<file path="config.mk">
export PLATFORM = sky130hd
export DESIGN_NAME = comment_aware_tokenizer_core
export DESIGN_NICKNAME = d
export VERILOG_FILES = /design/src/rtl/core/cat_pkg.sv /design/src/rtl/core/cat_scan.sv /design/src/rtl/core/comment_aware_tokenizer_core.sv
export SDC_FILE = /design/constraint.sdc
export NUM_CORES = 1
export LEC_CHECK = 0
export ABC_CLOCK_PERIOD_IN_PS = 4200
export BUFFER_PORTS_ARGS = -buffer_cell sky130_fd_sc_hd__buf_2
export CORE_AREA = 2 2 74 76
export CTS_CLUSTER_DIAMETER = 120
export DETAILED_ROUTE_END_ITERATION = 10
export DIE_AREA = 0 0 76 78
export PLACE_DENSITY_LB_ADDON = 0.08
export REMOVE_ABC_BUFFERS = 1
export SLEW_MARGIN = 20
export SYNTH_ARGS = -nofsm -noshare
export SYNTH_HDL_FRONTEND = slang
export SYNTH_HIERARCHICAL = 1
export SYNTH_SLANG_ARGS = --single-unit
</file>
<file path="constraint.sdc">
create_clock -name clk_i -period 4.2 [get_ports clk_i]
set_input_delay 0.21 -clock clk_i [delete_from_list [all_inputs] [get_ports clk_i]]
set_output_delay 0.21 -clock clk_i [all_outputs]
set_load 0.01 [all_outputs]
</file>
<file path="src/rtl/core/cat_pkg.sv">
// ----------------------------------------------------------------------------
// cat_pkg
// Shared types and constants for the comment-aware tokenizer core.
// ----------------------------------------------------------------------------
package cat_pkg;

  // token length counter and limit width
  localparam int unsigned LenW = 12;
  localparam logic [LenW-1:0] MaxLenReset = 12'd255;

  // character codes
  localparam logic [7:0] ChHash  = 8'h23;
  localparam logic [7:0] ChQuote = 8'h22;
  localparam logic [7:0] ChNl    = 8'h0A;
  localparam logic [7:0] ChTab   = 8'h09;
  localparam logic [7:0] ChSpace = 8'h20;

  // scanner state
  typedef enum logic [1:0] {
    MODE_SKIP    = 2'd0,
    MODE_COMMENT = 2'd1,
    MODE_TOKEN   = 2'd2,
    MODE_QUOTED  = 2'd3
  } scan_mode_e;

  // one scan result
  typedef struct packed {
    logic       char_valid;
    logic [7:0] out_char;
    logic       token_end;
    logic       truncated;
    logic       input_done;
  } scan_res_t;

endpackage

</file>
<file path="src/rtl/core/cat_scan.sv">
// ----------------------------------------------------------------------------
// cat_scan
// Scanner state and per-character decode; advances one character per step.
// ----------------------------------------------------------------------------
module cat_scan import cat_pkg::*; (
  input  logic            clk_i,
  input  logic            rst_ni,
  input  logic            step_i,
  input  logic [7:0]      char_i,
  input  logic            end_i,
  input  logic [LenW-1:0] max_len_i,
  output scan_res_t       res_o
);

  scan_mode_e      mode_q, mode_d;
  logic [LenW-1:0] count_q, count_d;

  logic            is_sep;
  logic            emit;
  logic            end_tok;
  logic            done;
  logic [LenW-1:0] cnt_inc;
  logic            hit;

  // character class and length limit check
  assign is_sep  = (char_i == ChSpace) || (char_i == ChTab) || (char_i == ChNl);
  assign cnt_inc = ((mode_q == MODE_SKIP) ? '0 : count_q) + LenW'(1);
  assign hit     = (cnt_inc >= max_len_i);

  // decode what this character does
  always_comb begin
    emit    = 1'b0;
    end_tok = 1'b0;
    done    = 1'b0;
    if (end_i) begin
      if ((mode_q == MODE_TOKEN) || (mode_q == MODE_QUOTED)) begin
        end_tok = 1'b1;
      end else begin
        done = 1'b1;
      end
    end else begin
      unique case (mode_q)
        MODE_SKIP: begin
          emit = !is_sep && (char_i != ChHash) && (char_i != ChQuote);
        end
        MODE_COMMENT: begin
        end
        MODE_TOKEN: begin
          end_tok = is_sep;
          emit    = !is_sep && (char_i != ChQuote);
        end
        MODE_QUOTED: begin
          end_tok = (char_i == ChQuote);
          emit    = (char_i != ChQuote);
        end
        default: begin
        end
      endcase
    end
  end

  // next state
  always_comb begin
    mode_d  = mode_q;
    count_d = count_q;
    if (end_i) begin
      mode_d  = MODE_SKIP;
      count_d = '0;
    end else begin
      unique case (mode_q)
        MODE_SKIP: begin
          if (char_i == ChHash) begin
            mode_d = MODE_COMMENT;
          end else if (char_i == ChQuote) begin
            mode_d  = MODE_QUOTED;
            count_d = '0;
          end else if (!is_sep) begin
            mode_d = MODE_TOKEN;
          end
        end
        MODE_COMMENT: begin
          if (char_i == ChNl) begin
            mode_d = MODE_SKIP;
          end
        end
        MODE_TOKEN: begin
          if (char_i == ChQuote) begin
            mode_d = MODE_QUOTED;
          end
        end
        MODE_QUOTED: begin
        end
        default: begin
        end
      endcase
      if (emit) begin
        count_d = cnt_inc;
      end
      if (end_tok || (emit && hit)) begin
        mode_d  = MODE_SKIP;
        count_d = '0;
      end
    end
  end

  // result fields
  always_comb begin
    res_o.char_valid = emit;
    res_o.out_char   = emit ? char_i : 8'h00;
    res_o.token_end  = end_tok || (emit && hit);
    res_o.truncated  = emit && hit;
    res_o.input_done = done;
  end

  // state registers
  always_ff @(posedge clk_i or negedge rst_ni) begin
    if (!rst_ni) begin
      mode_q  <= MODE_SKIP;
      count_q <= '0;
    end else if (step_i) begin
      mode_q  <= mode_d;
      count_q <= count_d;
    end
  end

endmodule

</file>
<file path="src/rtl/core/comment_aware_tokenizer_core.sv">
// ----------------------------------------------------------------------------
// comment_aware_tokenizer_core
// Whitespace tokenizer with quoted parts and line comments, one byte a beat.
// ----------------------------------------------------------------------------
// Pipeline: an accepted input beat passes the input register, then the result register,
// which holds while its result is not taken and so stalls the beat behind it.
// Throughput: one beat per cycle without a stall; the scanner state update is one step.
// Reset: scanner returns to whitespace skipping, count zero, limit 255,
// both pipeline stages empty.
module comment_aware_tokenizer_core import cat_pkg::*; (
  input  logic            clk_i,
  input  logic            rst_ni,
  // input stream
  input  logic            s_axis_tvalid,
  output logic            s_axis_tready,
  input  logic [7:0]      s_axis_tdata,   // [7:0] in_char
  input  logic            s_axis_tlast,   // in_end
  // result stream
  output logic            m_axis_tvalid,
  input  logic            m_axis_tready,
  output logic [7:0]      m_axis_tdata,   // [7:0] out_char
  output logic            m_axis_tlast,   // token_end
  output logic [2:0]      m_axis_tuser,   // [0] char_valid [1] truncated [2] input_done
  // configuration
  input  logic            cfg_we_i,
  input  logic [LenW-1:0] cfg_wdata_i
);

  logic            s1_valid_q, s1_valid_d;
  logic [7:0]      s1_char_q;
  logic            s1_end_q;
  logic            out_valid_q, out_valid_d;
  scan_res_t       out_q;
  scan_res_t       res;
  logic [LenW-1:0] max_len_q;
  logic            in_acc;
  logic            out_adv;
  logic            step;

  // pipeline handshake
  assign out_adv       = !out_valid_q || m_axis_tready;
  assign step          = s1_valid_q && out_adv;
  assign s_axis_tready = !s1_valid_q || out_adv;
  assign in_acc        = s_axis_tvalid && s_axis_tready;

  always_comb begin
    s1_valid_d = s1_valid_q;
    if (in_acc) begin
      s1_valid_d = 1'b1;
    end else if (step) begin
      s1_valid_d = 1'b0;
    end
    out_valid_d = out_adv ? s1_valid_q : out_valid_q;
  end

  // limit register
  always_ff @(posedge clk_i or negedge rst_ni) begin
    if (!rst_ni) begin
      max_len_q <= MaxLenReset;
    end else if (cfg_we_i) begin
      max_len_q <= cfg_wdata_i;
    end
  end

  // input register
  always_ff @(posedge clk_i or negedge rst_ni) begin
    if (!rst_ni) begin
      s1_valid_q <= 1'b0;
    end else begin
      s1_valid_q <= s1_valid_d;
    end
  end

  always_ff @(posedge clk_i) begin
    if (in_acc) begin
      s1_char_q <= s_axis_tdata;
      s1_end_q  <= s_axis_tlast;
    end
  end

  // scanner
  cat_scan u_scan (
    .clk_i     (clk_i),
    .rst_ni    (rst_ni),
    .step_i    (step),
    .char_i    (s1_char_q),
    .end_i     (s1_end_q),
    .max_len_i (max_len_q),
    .res_o     (res)
  );

  // result register
  always_ff @(posedge clk_i or negedge rst_ni) begin
    if (!rst_ni) begin
      out_valid_q <= 1'b0;
    end else begin
      out_valid_q <= out_valid_d;
    end
  end

  always_ff @(posedge clk_i) begin
    if (step) begin
      out_q <= res;
    end
  end

  assign m_axis_tvalid = out_valid_q;
  assign m_axis_tdata  = out_q.out_char;
  assign m_axis_tlast  = out_q.token_end;
  assign m_axis_tuser  = {out_q.input_done, out_q.truncated, out_q.char_valid};

  // checks
  a_trunc_ends_token: assert property (@(posedge clk_i) disable iff (!rst_ni)
    out_valid_q && out_q.truncated |-> out_q.token_end && out_q.char_valid)
    else $error("truncation without token end");

  a_done_excl: assert property (@(posedge clk_i) disable iff (!rst_ni)
    out_valid_q && out_q.input_done |-> !out_q.token_end && !out_q.char_valid)
    else $error("input done together with token data");

  a_char_zero: assert property (@(posedge clk_i) disable iff (!rst_ni)
    out_valid_q && !out_q.char_valid |-> out_q.out_char == 8'h00)
    else $error("stray character without char_valid");

  a_ready_flow: assert property (@(posedge clk_i) disable iff (!rst_ni)
    (!m_axis_tvalid || m_axis_tready) |-> s_axis_tready)
    else $error("input stalled while result side flows");

endmodule
</file>
; Word level (Yosys, flattened, before mapping)
; Index checks and enable logic that the tools add are counted.
[word_totals]
ff_bits = 49
out_inout_bits = 14
elab_cells = 73
[classes]
addsub = 1
n_lt_le_gt_ge = 1
n_eq_ne = 14
muxes = 23
reduce_logical = 22
[op_table]
columns = operator, count
row1 = 12-bit 2-to-1 mux, 7
row2 = 8-bit by 6-bit equality test with 1-bit output (second input constant), 3
row3 = 8-bit by 4-bit equality test with 1-bit output (second input constant), 2
row4 = 8-bit by 6-bit != test with 1-bit output (second input constant), 2
row5 = 2-bit 2-to-1 mux, 7
row6 = 12-bit by 1-bit adder with 12-bit output (second input constant), 1
row7 = 12-bit greater-or-equal comparator, 1
row8 = 4-bit by 3-bit != test with 1-bit output (second input constant), 2
row9 = 4-bit nonzero test, 2
row10 = 1-bit logical AND, 6
row11 = 1-bit logical OR, 6
row12 = 1-bit 2-to-1 mux, 6
row13 = 6-bit != test (second input constant), 1
row14 = 2-bit case mux with 3 select lines, 1
row15 = 5-bit AND reduction, 1
row16 = 5-bit nonzero test, 1
row17 = 2-bit equality test (second input constant), 2
row18 = 4-bit != test (second input constant), 1
row19 = 4-bit AND reduction, 1
row20 = 1-bit zero test, 3
row21 = 1-bit case mux with 3 select lines, 1
row22 = 2-bit by 1-bit equality test with 1-bit output (second input constant), 1
row23 = 2-bit zero test, 1
row24 = 1-bit case mux with 2 select lines, 1
row25 = 2-bit nonzero test, 1

; Longest topological paths before layout
; Gate-level depths: netlist of run 1.
[depth]
word_depth = 12
depth_mapped = 19
mapped_depth_nobuf = 16

; Hierarchy
; Netlist of run 1, hierarchy kept.
[by_module_without_submodules]
columns = module, n_inst, cells_per_inst, area_each_um2, seq_area_each_um2
row1 = cat_scan, 1, 173, 1527.7, 350.3
row2 = comment_aware_tokenizer_core, 1, 54, 1213.7, 991.0

; Worst setup path before layout of run 1
; No wires, ideal clock.
[synth_path]
path_type = register to register
startpoint = register u_scan.mode_q[1]
endpoint = register u_scan.count_q[5]
setup_ns = 0.066
t_arrival_ns = 3.614
required_time_ns = 4.134
setup_slack_ns = 0.520
path_stages_with_launch = 19
path_buffers = 3
synth_period_minus_slack_ns = 3.680
cell_sequence = dfrtp_1 > inv_1 > ha_1 > clkbuf_1 > clkbuf_1 > nand2b_1 > inv_1 > ha_1 > and3_1 > and4b_1 > and3_1 > xnor2_1 > nor2_1 > ha_1 > and4_1 > a221oi_2 > and4_4 > buf_6 > a22o_1
[synth_between]
elab_chain_cells = 8
word_cells_on_any_way = 21
[synth_lines]
columns = item, line
row1 = from (decl), cat_scan.sv:15  ; scan_mode_e mode_q, mode_d;
row2 = from (signal assigned), cat_scan.sv:121  ; mode_q <= mode_d;
row3 = 2-bit zero test, "cat_scan.sv:27, cat_scan.sv:42, cat_scan.sv:70"
row4 = 12-bit 2-to-1 mux, cat_scan.sv:27  ; assign cnt_inc = ((mode_q == MODE_SKIP) ? '0 : count_q) + LenW'(1);
row5 = 12-bit by 1-bit adder with 12-bit output, cat_scan.sv:27
row6 = 12-bit greater-or-equal comparator, cat_scan.sv:28  ; assign hit = (cnt_inc >= max_len_i);
row7 = 1-bit logical AND, cat_scan.sv:99  ; if (end_tok || (emit && hit)) begin
row8 = 1-bit logical OR, cat_scan.sv:99
row9 = "4-bit by 3-bit != test with 1-bit output (no line), or another cell as far along", n/a
row10 = 4-bit AND reduction (no line) / 12-bit 2-to-1 mux (equally long branches), n/a
row11 = to (signal assigned), cat_scan.sv:122  ; count_q <= count_d;
row12 = to (decl), cat_scan.sv:16  ; logic [LenW-1:0] count_q, count_d;
; Parallel ways exist; a longest one is shown, timed or not.
; A chain may end at the register's enable or synchronous reset.

; Final worst setup path of run 1
[layout_path]
startpoint = register u_scan.mode_q[1]
endpoint = register u_scan.count_q[9]
; Same word-level chain as after synthesis.

==> reports/qor.csv, run 1 <==
stage,metric,value,unit
run_status,status,"complete, no violations",
global_route,grt_pass1_vias,1660,
global_route,grtUsageTotal,0.173,
floorplan,start_util,0.544,
layout,finalCoreUtilization,0.608,
sta,worst_pin_slew,0.783,ns
layout,antenna_cells,0,
route,route.detailed.drc,0,
yosys,yosysUniqueCellTypes,50,
clock_tree,cts_buffer_depth,2,
layout,drive_gt1_frac,0.310,
critical_path,crit_arrival,3.89,ns
place,port_buffers,39,
yosys,ys_warn_count,6,
place,gp_congestion,0.819,
layout,fin_cells,338,
place,dp_hpwl,3580,um
yosys,syn_area,2740,um^2
route,met2_length,1920,um
min_path,hold_path_depth,1,
flow_run,cap_violations,0,
route,initialDrtViolationCount,106,
critical_path,cp.required,4.44,ns
critical_path,startpoint_type,flop,
yosys,ys_ff_latch,49,
clock_tree,clkLatencyLatePin,0.30,ns
global_route,grt_pass1_wl,8070,um
yosys,synth_async_sr_flop_share,0.571,
sta,hold_violations,0,
sta,finalSetupViolCount,0,
clock_tree,ctsHoldBuffers,1,
critical_path,path_max_fanout,12,
global_route,overflow,0,
sta,fin_crit,3.65,ns
power,ir_drop,0.000289,V
power,pwr_density_cell,399,nW/um^2
route,wl_met3,307,um
layout,fillers,395,
sta,finalMaxSlewViolations,0,
sta,max_freq,0.274,GHz
sta,timing.slew.headroom,0.478,
global_route,grt_max_degree,29,
sta,rsz0062_at_grt,no,
route,detail_route.wl_per_cell,14.1,um
clock_tree,cts_root_buffer,clkbuf_8,
yosys,synth-seq-area-share,0.489,
sta,fin_crit_sh,0.868,
route,dr.max_layer_used,met4,
clock_tree,cts_tree,done,
yosys,ys.flop_type,edfxtp_1,
critical_path,path_class,reg2reg,
sta,fin_tns_setup,0,ns
layout,num-nets-final,311,
floorplan,core-area,5040,um^2
route,vias_per_cell,5.34,
critical_path,end_kind,flop,
route,postRouteAntennaNets,0,
clock_tree,cts_setup_buffers,0,
min_path,hold_class,in2reg,
clock_tree,cts_buffers,5,
floorplan,io_pins,40,
place,dp_cells,329,
power,leakagePower,1.41,nW
layout,syn_to_final_growth,11.9,%
yosys,synth_edf_count,21,
clock_tree,post_cts_resized,0,
route,firstDrtPassIters,4,
clock_tree,htree_levels,2,
floorplan,dieHeight,78,um
sta,timing.clock.skew,0.00633,ns
critical_path,reg2regPathDepth,15,
floorplan,dieArea,5930,um^2
floorplan,rows,26,
yosys,synthCells,227,
yosys,avgSynthCellArea,12.1,um^2
clock_tree,path_clk_slew,0.09,ns
route,via_count,1804,
critical_path,r2r_slack,0.55,ns
route,drt_wl_total,4750,um
clock_tree,numClockSinks,49,
route,drt-met1-wl,2500,um
floorplan,die_x,76,um
global_route,antenna_found_initial,0,
[report_power, final]
group,switching (mW),internal [mW],leakage [nW]
Sequential,0.0343,0.568,0.550
Clock,0.148,0.115,0.0439
Combinational,0.203,0.156,0.813
Total,0.385,0.838,1.41
[critical path, cell delays in order, from the launching register on]
cell      delay [ns]
dfrtp_1         0.41
inv_1           0.14
ha_1            0.24
nand2b_1        0.16
inv_1           0.07
ha_1            0.23
and3_1          0.21
and4b_1         0.24
and3_1          0.20
xnor2_1         0.12
nor2_1          0.17
ha_1            0.26
and4_1          0.20
a221oi_2        0.40
and4_4          0.38
a22o_1          0.16
[per-layer routing]
| metal | vias to the layer above | GRT usage |
|---|---|---|
| li1 | 903 | - |
| met1 | 838 | 0.271 |
| met2 | 61 | 0.233 |
| met3 | 2 | 0.0488 |
| met4 | 0 | 0.0436 |
| met5 | - | 0 |
[path summary, 6_finish.rpt]
check | from | endpoint
worst max-delay path | u_scan/mode_q[1]$_DFFE_PN0P_ | u_scan/count_q[9]$_DFFE_PN0P_
min in group asynchronous | rst_ni | u_scan/count_q[11]$_DFFE_PN0P_
worst min-delay path | s_axis_tdata[6] | s1_char_q[6]$_DFFE_PP_
max in group asynchronous | rst_ni | max_len_q[9]$_DFFE_PN0P_
worst max register to register | u_scan/mode_q[1]$_DFFE_PN0P_ | u_scan/count_q[9]$_DFFE_PN0P_
worst min register to register | s1_valid_q$_DFFE_PN0P_ | m_axis_tvalid$_DFFE_PN0P_
[state kept, by name (all words and copies together), names as in the netlist]
register	count
m_axis_tdata	8
m_axis_tlast	1
s1_valid_q	1
s1_end_q	1
u_scan/count_q	12
max_len_q	12
u_scan/mode_q	2
s1_char_q	8
m_axis_tuser	3
m_axis_tvalid	1
[synth_stat cells, types with 2 or more instances]
| library cell | number | share of area |
|---|---|---|
| nor2_1 | 17 | 0.023 |
| clkbuf_1 | 2 | 0.0027 |
| a21oi_1 | 6 | 0.011 |
| o31ai_4 | 2 | 0.016 |
| buf_6 | 3 | 0.012 |
| or3_1 | 2 | 0.0046 |
| ha_1 | 18 | 0.082 |
| xnor2_1 | 7 | 0.022 |
| nand2_1 | 6 | 0.0082 |
| nand3_1 | 3 | 0.0055 |
| nor4bb_1 | 3 | 0.011 |
| o221ai_1 | 3 | 0.0096 |
| inv_1 | 17 | 0.023 |
| and2_2 | 7 | 0.019 |
| and3_1 | 6 | 0.014 |
| o21ai_0 | 5 | 0.0091 |
| mux2_2 | 2 | 0.0082 |
| nor4b_1 | 2 | 0.0064 |
| a21o_1 | 2 | 0.0055 |
| dfrtp_1 | 20 | 0.18 |
| and2_1 | 2 | 0.0046 |
| mux2_4 | 10 | 0.055 |
| dfstp_2 | 8 | 0.077 |
| buf_4 | 2 | 0.0055 |
| nand2b_1 | 11 | 0.025 |
| nor3_1 | 2 | 0.0037 |
| nand3b_1 | 3 | 0.0082 |
| a22o_1 | 12 | 0.038 |
| edfxtp_1 | 21 | 0.23 |
| xor2_1 | 3 | 0.0096 |
[logic make-up after synthesis]
kind of cell	synth area share
AND/OR/NAND/NOR	0.166
flip-flops	0.489
AO/OA/AOI/OAI	0.120
buffers and inverters	0.0479
adder cells (fa/ha/maj)	0.0822
multiplexers	0.0630
XOR/XNOR	0.0320
[layout by cell type (no fill, tap or decap), types with 6 or more instances in the layout]
master    netlist  layout
nor2_1         17      17
nand2b_1       11      11
mux2_4         10      10
inv_1          17      17
buf_2           1      39
nand2_1         6       6
xnor2_1         7       7
and2_2          7       7
and3_1          6       6
dfstp_2         8       8
a22o_1         12      12
ha_1           18      18
dfrtp_1        20      20
edfxtp_1       21      21
a21oi_1         6       6
[metrics by stage]
stage / hold WS [ns] / total power, mW / setup WS [ns] / cell area (um^2)
6_report: 0.0845 / 1.22 / 0.553 / 3070
5_1_grt: 0.0586 / 1.30 / 0.272 / 3070
4_1_cts: 0.0708 / 1.24 / 0.538 / 3070
3_5_place_dp: 0.256 / 0.968 / 0.552 / 2970
3_3_place_gp: 0.270 / 0.964 / 0.638 / 2970
2_1_floorplan: -0.0856 / 0.856 / 0.745 / 2680
[area by class of cell]
cell class | count | area [um^2] | share of cell area
Multi-Input combinational cell | 152 | 1270 | 0.414
Clock buffer | 5 | 68.8 | 0.0224
Timing Repair Buffer | 41 | 213 | 0.0694
Sequential cell | 49 | 1340 | 0.437
Tap cell | 70 | 87.6 | 0.0286
Clock inverter | 3 | 17.5 | 0.00571
Inverter | 18 | 70.1 | 0.0228
Power figures use the tool's default switching activity.
==> run 2, diff against run 1 <==
GPL_ROUTABILITY_DRIVEN = 0   (was unset)
RECOVER_POWER = 25   (was unset)
==> reports/qor.csv, run 2 (synthesized netlist as in run 1, its figures left out) <==
stage,metric,value,unit,change
sta,timing.clock.skew,0.00542,ns,-0.000912 ns
clock_tree,cts_buffers,5,,unchanged
critical_path,timing.rr.start,u_scan/mode_q[1]$_DFFE_PN0P_,,
sta,fin_crit_sh,0.868,,about the same
critical_path,r2r_slack,0.55,ns,about the same
critical_path,slowest_stage,dfrtp_1,,
layout,most-common-layout-cells,"buf_2 (38), edfxtp_1 (21), dfrtp_1 (20)",,
layout,finalCoreUtilization,0.604,,-0.00397
route,detail_route.wl_per_cell,14.1,um,+0.61%
sta,worst_pin_slew,1.46,ns,+0.674 ns
critical_path,reg2regPathDepth,15,,unchanged
run_status,status,"complete, no violations",,
power,power.total,1.22,mW,-0.57%
floorplan,dieArea,5930,um^2,unchanged
sta,max_freq,0.274,GHz,about the same
clock_tree,clkLatencyLatePin,0.29,ns,about the same
place,dpl_worst_slack,0.552,ns,unchanged
layout,layout_commonest_cell,buf_2,,
sta,hold_violations,0,,unchanged
sta,rsz0062_at_grt,no,,
sta,timing.slew.headroom,0.0292,,-0.449
route,via_count,1793,,-0.61%
floorplan,dieHeight,78,um,unchanged
critical_path,crit_chain,inv_1 -> ha_1 -> nand2b_1 -> inv_1 -> ha_1 -> and3_1 -> and4b_1 -> and3_1 -> xnor2_1 -> nor2_1 -> ha_1 -> and4_1 -> a221oi_2 -> and4_4 -> a22o_1,,
min_path,hold_start,s_axis_tdata[6],,
route,vias_per_cell,5.30,,-0.61%
layout,seq_area,1340,um^2,unchanged
global_route,grt_pass1_wl,8070,um,unchanged
clock_tree,cts_tree,done,,
layout,reg_top3,"max_len_q (12), u_scan/count_q (12)",,
clock_tree,cts_buffer_depth,2,,unchanged
critical_path,crit_top_cell,ha_1,,
critical_path,path_class,reg2reg,,
critical_path,end_kind,flop,,
route,firstDrtPassIters,4,,unchanged
sta,fin_tns_setup,0,ns,unchanged
global_route,grtUsageTotal,0.173,,unchanged
global_route,antenna_found_initial,0,,unchanged
floorplan,start_util,0.544,,unchanged
place,dp_hpwl,3580,um,unchanged
critical_path,cp.buffers_inverters,2,,unchanged
global_route,grt_pass1_vias,1660,,unchanged
sta,finalMaxSlewViolations,0,,unchanged
min_path,hold_path_end,s1_char_q[6]$_DFFE_PP_,,
critical_path,startpoint_type,flop,,
clock_tree,path_clk_slew,0.09,ns,about the same
critical_path,crit_family,simple AND/OR/NAND/NOR gates,,
floorplan,core-area,5040,um^2,unchanged
sta,worst_slack,0.552,ns,-0.000129 ns
global_route,overflow,0,,unchanged
sta,holdWs,0.0857,ns,+0.00113 ns
power,leakagePower,1.38,nW,-1.9%
sta,finalSetupViolCount,0,,unchanged
layout,fillers,401,,+1.5%
layout,drive_gt1_frac,0.261,,-0.0485
clock_tree,post_cts_resized,0,,unchanged
min_path,hold_path_depth,1,,unchanged
clock_tree,htree_levels,2,,unchanged
critical_path,cp.required,4.44,ns,about the same
route,drt_wl_total,4780,um,+0.61%
clock_tree,numClockSinks,49,,unchanged
floorplan,io_pins,40,,unchanged
critical_path,path_max_fanout,12,,unchanged
route,initialDrtViolationCount,108,,+1.9%
floorplan,die_x,76,um,unchanged
min_path,hold_class,in2reg,,
clock_tree,cts_root_buffer,clkbuf_8,,
flow_run,cap_violations,0,,unchanged
layout,syn_to_final_growth,11.1,%,
route,route.detailed.drc,0,,unchanged
floorplan,rows,26,,unchanged
power,ir_drop,0.000289,V,-0.14%
layout,antenna_cells,0,,unchanged
layout,num-nets-final,311,,unchanged
critical_path,crit_arrival,3.88,ns,about the same
global_route,grt_max_degree,29,,unchanged
place,port_buffers,39,,unchanged
critical_path,rr_endpoint,u_scan/count_q[9]$_DFFE_PN0P_,,
clock_tree,cts_setup_buffers,0,,unchanged
sta,fin_crit,3.65,ns,+0.000129 ns
layout,multiInputGateArea,1250,um^2,-1.5%
power,pwr_density_cell,399,nW/um^2,about the same
critical_path,slowest_delay,0.41,ns,about the same
route,postRouteAntennaNets,0,,unchanged
run 2: cell types whose count changed in the layout (fill, tap and decap cells not counted), sizes merged:
| cell | change |
|---|---|
| clkbuf | +1 |
| buf | -1 |
run 2: through the flow:
| stage | cell area [um^2] | instances |
|---|---|---|
| 6_report | 3050 | 338 |
| 5_1_grt | 3050 | 338 |
| 4_1_cts | 3070 | 338 |
| 3_5_place_dp | 2970 | 329 |
| 3_3_place_gp | 2970 | 329 |
| 2_1_floorplan | 2680 | 219 |
run 2: final cells by class:
type,instances,area share
clock buffers,5,0.0226
inverters,18,0.0230
clock inverters,3,0.00575
repair buffers,41,0.0694
well taps,70,0.0287
multi-input cells,152,0.410
flip-flops and latches,49,0.440
run 2: worst max path at each step:
stage | start | to | slack [ns] | depth (start not counted)
2_1_floorplan | u_scan/mode_q[1]$_DFFE_PN0P_ | u_scan/count_q[0]$_DFFE_PN0P_ | 0.75 | 15
5_1_grt | u_scan/mode_q[0]$_DFFE_PN0P_ | u_scan/count_q[11]$_DFFE_PN0P_ | 0.27 | 15
6_report | u_scan/mode_q[1]$_DFFE_PN0P_ | u_scan/count_q[9]$_DFFE_PN0P_ | 0.55 | 15
3_3_place_gp | u_scan/mode_q[1]$_DFFE_PN0P_ | u_scan/count_q[9]$_DFFE_PN0P_ | 0.64 | 15
4_1_cts | u_scan/mode_q[1]$_DFFE_PN0P_ | u_scan/count_q[4]$_DFFE_PN0P_ | 0.54 | 15
3_5_place_dp | u_scan/mode_q[1]$_DFFE_PN0P_ | u_scan/count_q[4]$_DFFE_PN0P_ | 0.55 | 15
run 2: what timing repair did:
| action | in CTS | in global routing |
|---|---|---|
| endpoints found under the hold margin | 20 | 0 |
| endpoints found under the setup margin | 0 | 0 |
| hold buffers | 1 | 0 |
run 2: worst reg2reg max path, delay by kind of cell, from the launching register on:
kind	cells	cell delay, ns
AOI/OAI and AO/OA	2	0.57
DFF	1	0.41
adders and majority gates	3	0.73
xor gates and xnor gates	1	0.12
and+or+nand+nor	7	1.57
buffers and inverters	2	0.21
run 2: routing by layer:
layer / up-vias / GRT usage / share of wire
met1: 818 / 0.271 / 0.53
met5: - / 0 / 0
li1: 904 / - / -
met2: 69 / 0.233 / 0.40
met4: 0 / 0.0436 / 0.0050
met3: 2 / 0.0488 / 0.065
run 2: power by group:
part,internal [mW],total [mW],switching [mW]
clock network,0.115,0.262,0.147
logic,0.151,0.355,0.204
registers,0.565,0.599,0.0341
total,0.832,1.22,0.385
==> run 3, diff against run 2 <==
PLACE_DENSITY = 0.87   (was unset)
PLACE_DENSITY_LB_ADDON = unset   (was 0.08)
==> reports/qor.csv, run 3 (synthesized netlist as in run 1, its figures left out) <==
stage,metric,value,unit,change
layout,drive_gt1_frac,0.261,,unchanged
sta,hold_violations,0,,unchanged
route,postRouteAntennaNets,0,,unchanged
route,drt_wl_total,4780,um,about the same
clock_tree,cts_root_buffer,clkbuf_8,,
floorplan,io_pins,40,,unchanged
clock_tree,post_cts_resized,0,,unchanged
power,leakagePower,1.39,nW,+0.86%
layout,seq_area,1340,um^2,unchanged
layout,num-nets-final,311,,unchanged
critical_path,startpoint_type,flop,,
floorplan,dieHeight,78,um,unchanged
global_route,grtUsageTotal,0.172,,-0.00134
critical_path,path_max_fanout,12,,unchanged
clock_tree,clkLatencyLatePin,0.30,ns,about the same
global_route,grt_pass1_vias,1686,,+1.6%
floorplan,die_x,76,um,unchanged
layout,antenna_cells,0,,unchanged
power,switching_share,0.301,,-0.0154
route,vias_per_cell,5.46,,+3.0%
layout,layout_commonest_cell,buf_2,,
sta,finalMaxSlewViolations,0,,unchanged
sta,worst_pin_slew,1.43,ns,-0.0232 ns
route,initialDrtViolationCount,103,,-4.6%
clock_tree,path_clk_slew,0.08,ns,about the same
sta,fin_crit_sh,0.890,,+0.0218
place,dp_hpwl,3590,um,+0.23%
sta,max_freq,0.267,GHz,-2.5%
layout,syn_to_final_growth,11.9,%,
floorplan,start_util,0.544,,unchanged
global_route,grt_pass1_wl,8110,um,+0.60%
route,firstDrtPassIters,4,,unchanged
power,power.total,1.28,mW,+5.2%
clock_tree,cts_tree,done,,
sta,fin_tns_setup,0,ns,unchanged
power,internal-power,0.894,mW,+7.5%
sta,finalSetupViolCount,0,,unchanged
clock_tree,cts_buffer_depth,2,,unchanged
layout,fillers,399,,-0.50%
power,clock_power_share,0.253,,+0.038
sta,timing.slew.headroom,0.0447,,+0.0155
layout,reg_top3,"max_len_q (12), u_scan/count_q (12)",,
critical_path,end_kind,flop,,
power,power_frac_seq,0.468,,-0.025
critical_path,path_class,reg2reg,,
global_route,antenna_found_initial,0,,unchanged
sta,timing.clock.skew,0.0119,ns,+0.00646 ns
sta,fin_crit,3.74,ns,+0.0917 ns
min_path,hold_class,in2reg,,
flow_run,cap_violations,0,,unchanged
clock_tree,htree_levels,2,,unchanged
power,comb_power_share,0.280,,-0.012
sta,rsz0062_at_grt,no,,
floorplan,dieArea,5930,um^2,unchanged
clock_tree,cts_setup_buffers,0,,unchanged
floorplan,rows,26,,unchanged
route,route.detailed.drc,0,,unchanged
power,ir_drop,0.000212,V,-27%
global_route,overflow,0,,unchanged
critical_path,crit_arrival,3.97,ns,+0.09 ns
place,port_buffers,39,,unchanged
run_status,status,"complete, no violations",,
layout,most-common-layout-cells,"buf_2 (38), edfxtp_1 (21), dfrtp_1 (20)",,
route,via_count,1847,,+3.0%
clock_tree,numClockSinks,49,,unchanged
power,p_switching,0.385,mW,about the same
global_route,grt_max_degree,29,,unchanged
layout,multiInputGateArea,1250,um^2,unchanged
route,detail_route.wl_per_cell,14.2,um,about the same
power,pwr_density_cell,417,nW/um^2,+4.4%
clock_tree,ctsHoldBuffers,1,,unchanged
floorplan,core-area,5040,um^2,unchanged
critical_path,cp.required,4.43,ns,about the same
clock_tree,cts_buffers,5,,unchanged
run 3: cell types whose count changed in the layout (fill, tap and decap cells not counted), sizes merged:
cell,change
clkbuf,+1
clkinvlp,-1
clkinv,-1
bufinv,+1
run 3: worst paths after layout:
path,endpoint,startpoint,slack [ns],depth (start not counted)
max in group asynchronous,max_len_q[9]$_DFFE_PN0P_,rst_ni,2.59,2
worst min-delay path,s1_char_q[5]$_DFFE_PP_,s_axis_tdata[5],0.08,1
worst max register to register,u_scan/count_q[11]$_DFFE_PN0P_,u_scan/mode_q[1]$_DFFE_PN0P_,0.46,15
worst min register to register,m_axis_tvalid$_DFFE_PN0P_,s1_valid_q$_DFFE_PN0P_,0.50,1
worst max-delay path,u_scan/count_q[11]$_DFFE_PN0P_,u_scan/mode_q[1]$_DFFE_PN0P_,0.46,15
min in group asynchronous,u_scan/count_q[9]$_DFFE_PN0P_,rst_ni,0.77,2
run 3: critical path, cell delays in order (launching register included):
cell      delay [ns]
dfrtp_1         0.40
inv_1           0.15
ha_1            0.29
nand2b_1        0.17
inv_1           0.06
ha_1            0.21
and3_1          0.20
and4b_1         0.24
and3_1          0.20
xnor2_1         0.12
nor2_1          0.16
ha_1            0.26
and4_1          0.20
a221oi_2        0.43
and4_4          0.39
a22o_1          0.17
run 3: metrics by stage:
stage               area (um^2)  instances  worst slack, ns  hold slack, ns  utilization
global route               3070        338            0.148          0.0635        0.608
floorplan                  2680        219            0.745         -0.0856            -
CTS                        3090        338            0.486          0.0667        0.612
global placement           2970        329            0.672           0.242        0.589
finish                     3070        338            0.461          0.0803        0.608
detailed placement         2970        329            0.520           0.251        0.589
run 3: power groups by stage:
| stage | Sequential [mW] | Clock, mW | Combinational [mW] |
|---|---|---|---|
| floorplan | 0.612 | 0 | 0.243 |
| global placement | 0.608 | 0 | 0.344 |
| detailed placement | 0.610 | 0 | 0.356 |
| CTS | 0.601 | 0.332 | 0.359 |
| global route | 0.605 | 0.353 | 0.391 |
| finish | 0.599 | 0.323 | 0.358 |
run 3: final cells by class:
type,instances,share of cell area
flip-flops and latches,49,0.437
repair buffers,41,0.0689
well taps,70,0.0285
inverters,18,0.0228
multi-input cells,152,0.407
clock inverters,2,0.0114
clock buffers,6,0.0237
run 3: per-layer routing:
layer | vias up | track usage | wire length [um]
met1 | 873 | 0.242 | 2250
met2 | 63 | 0.257 | 2180
met5 | - | 0 | 0
met4 | 0 | 0.0655 | 85
li1 | 901 | - | -
met3 | 10 | 0.0430 | 275
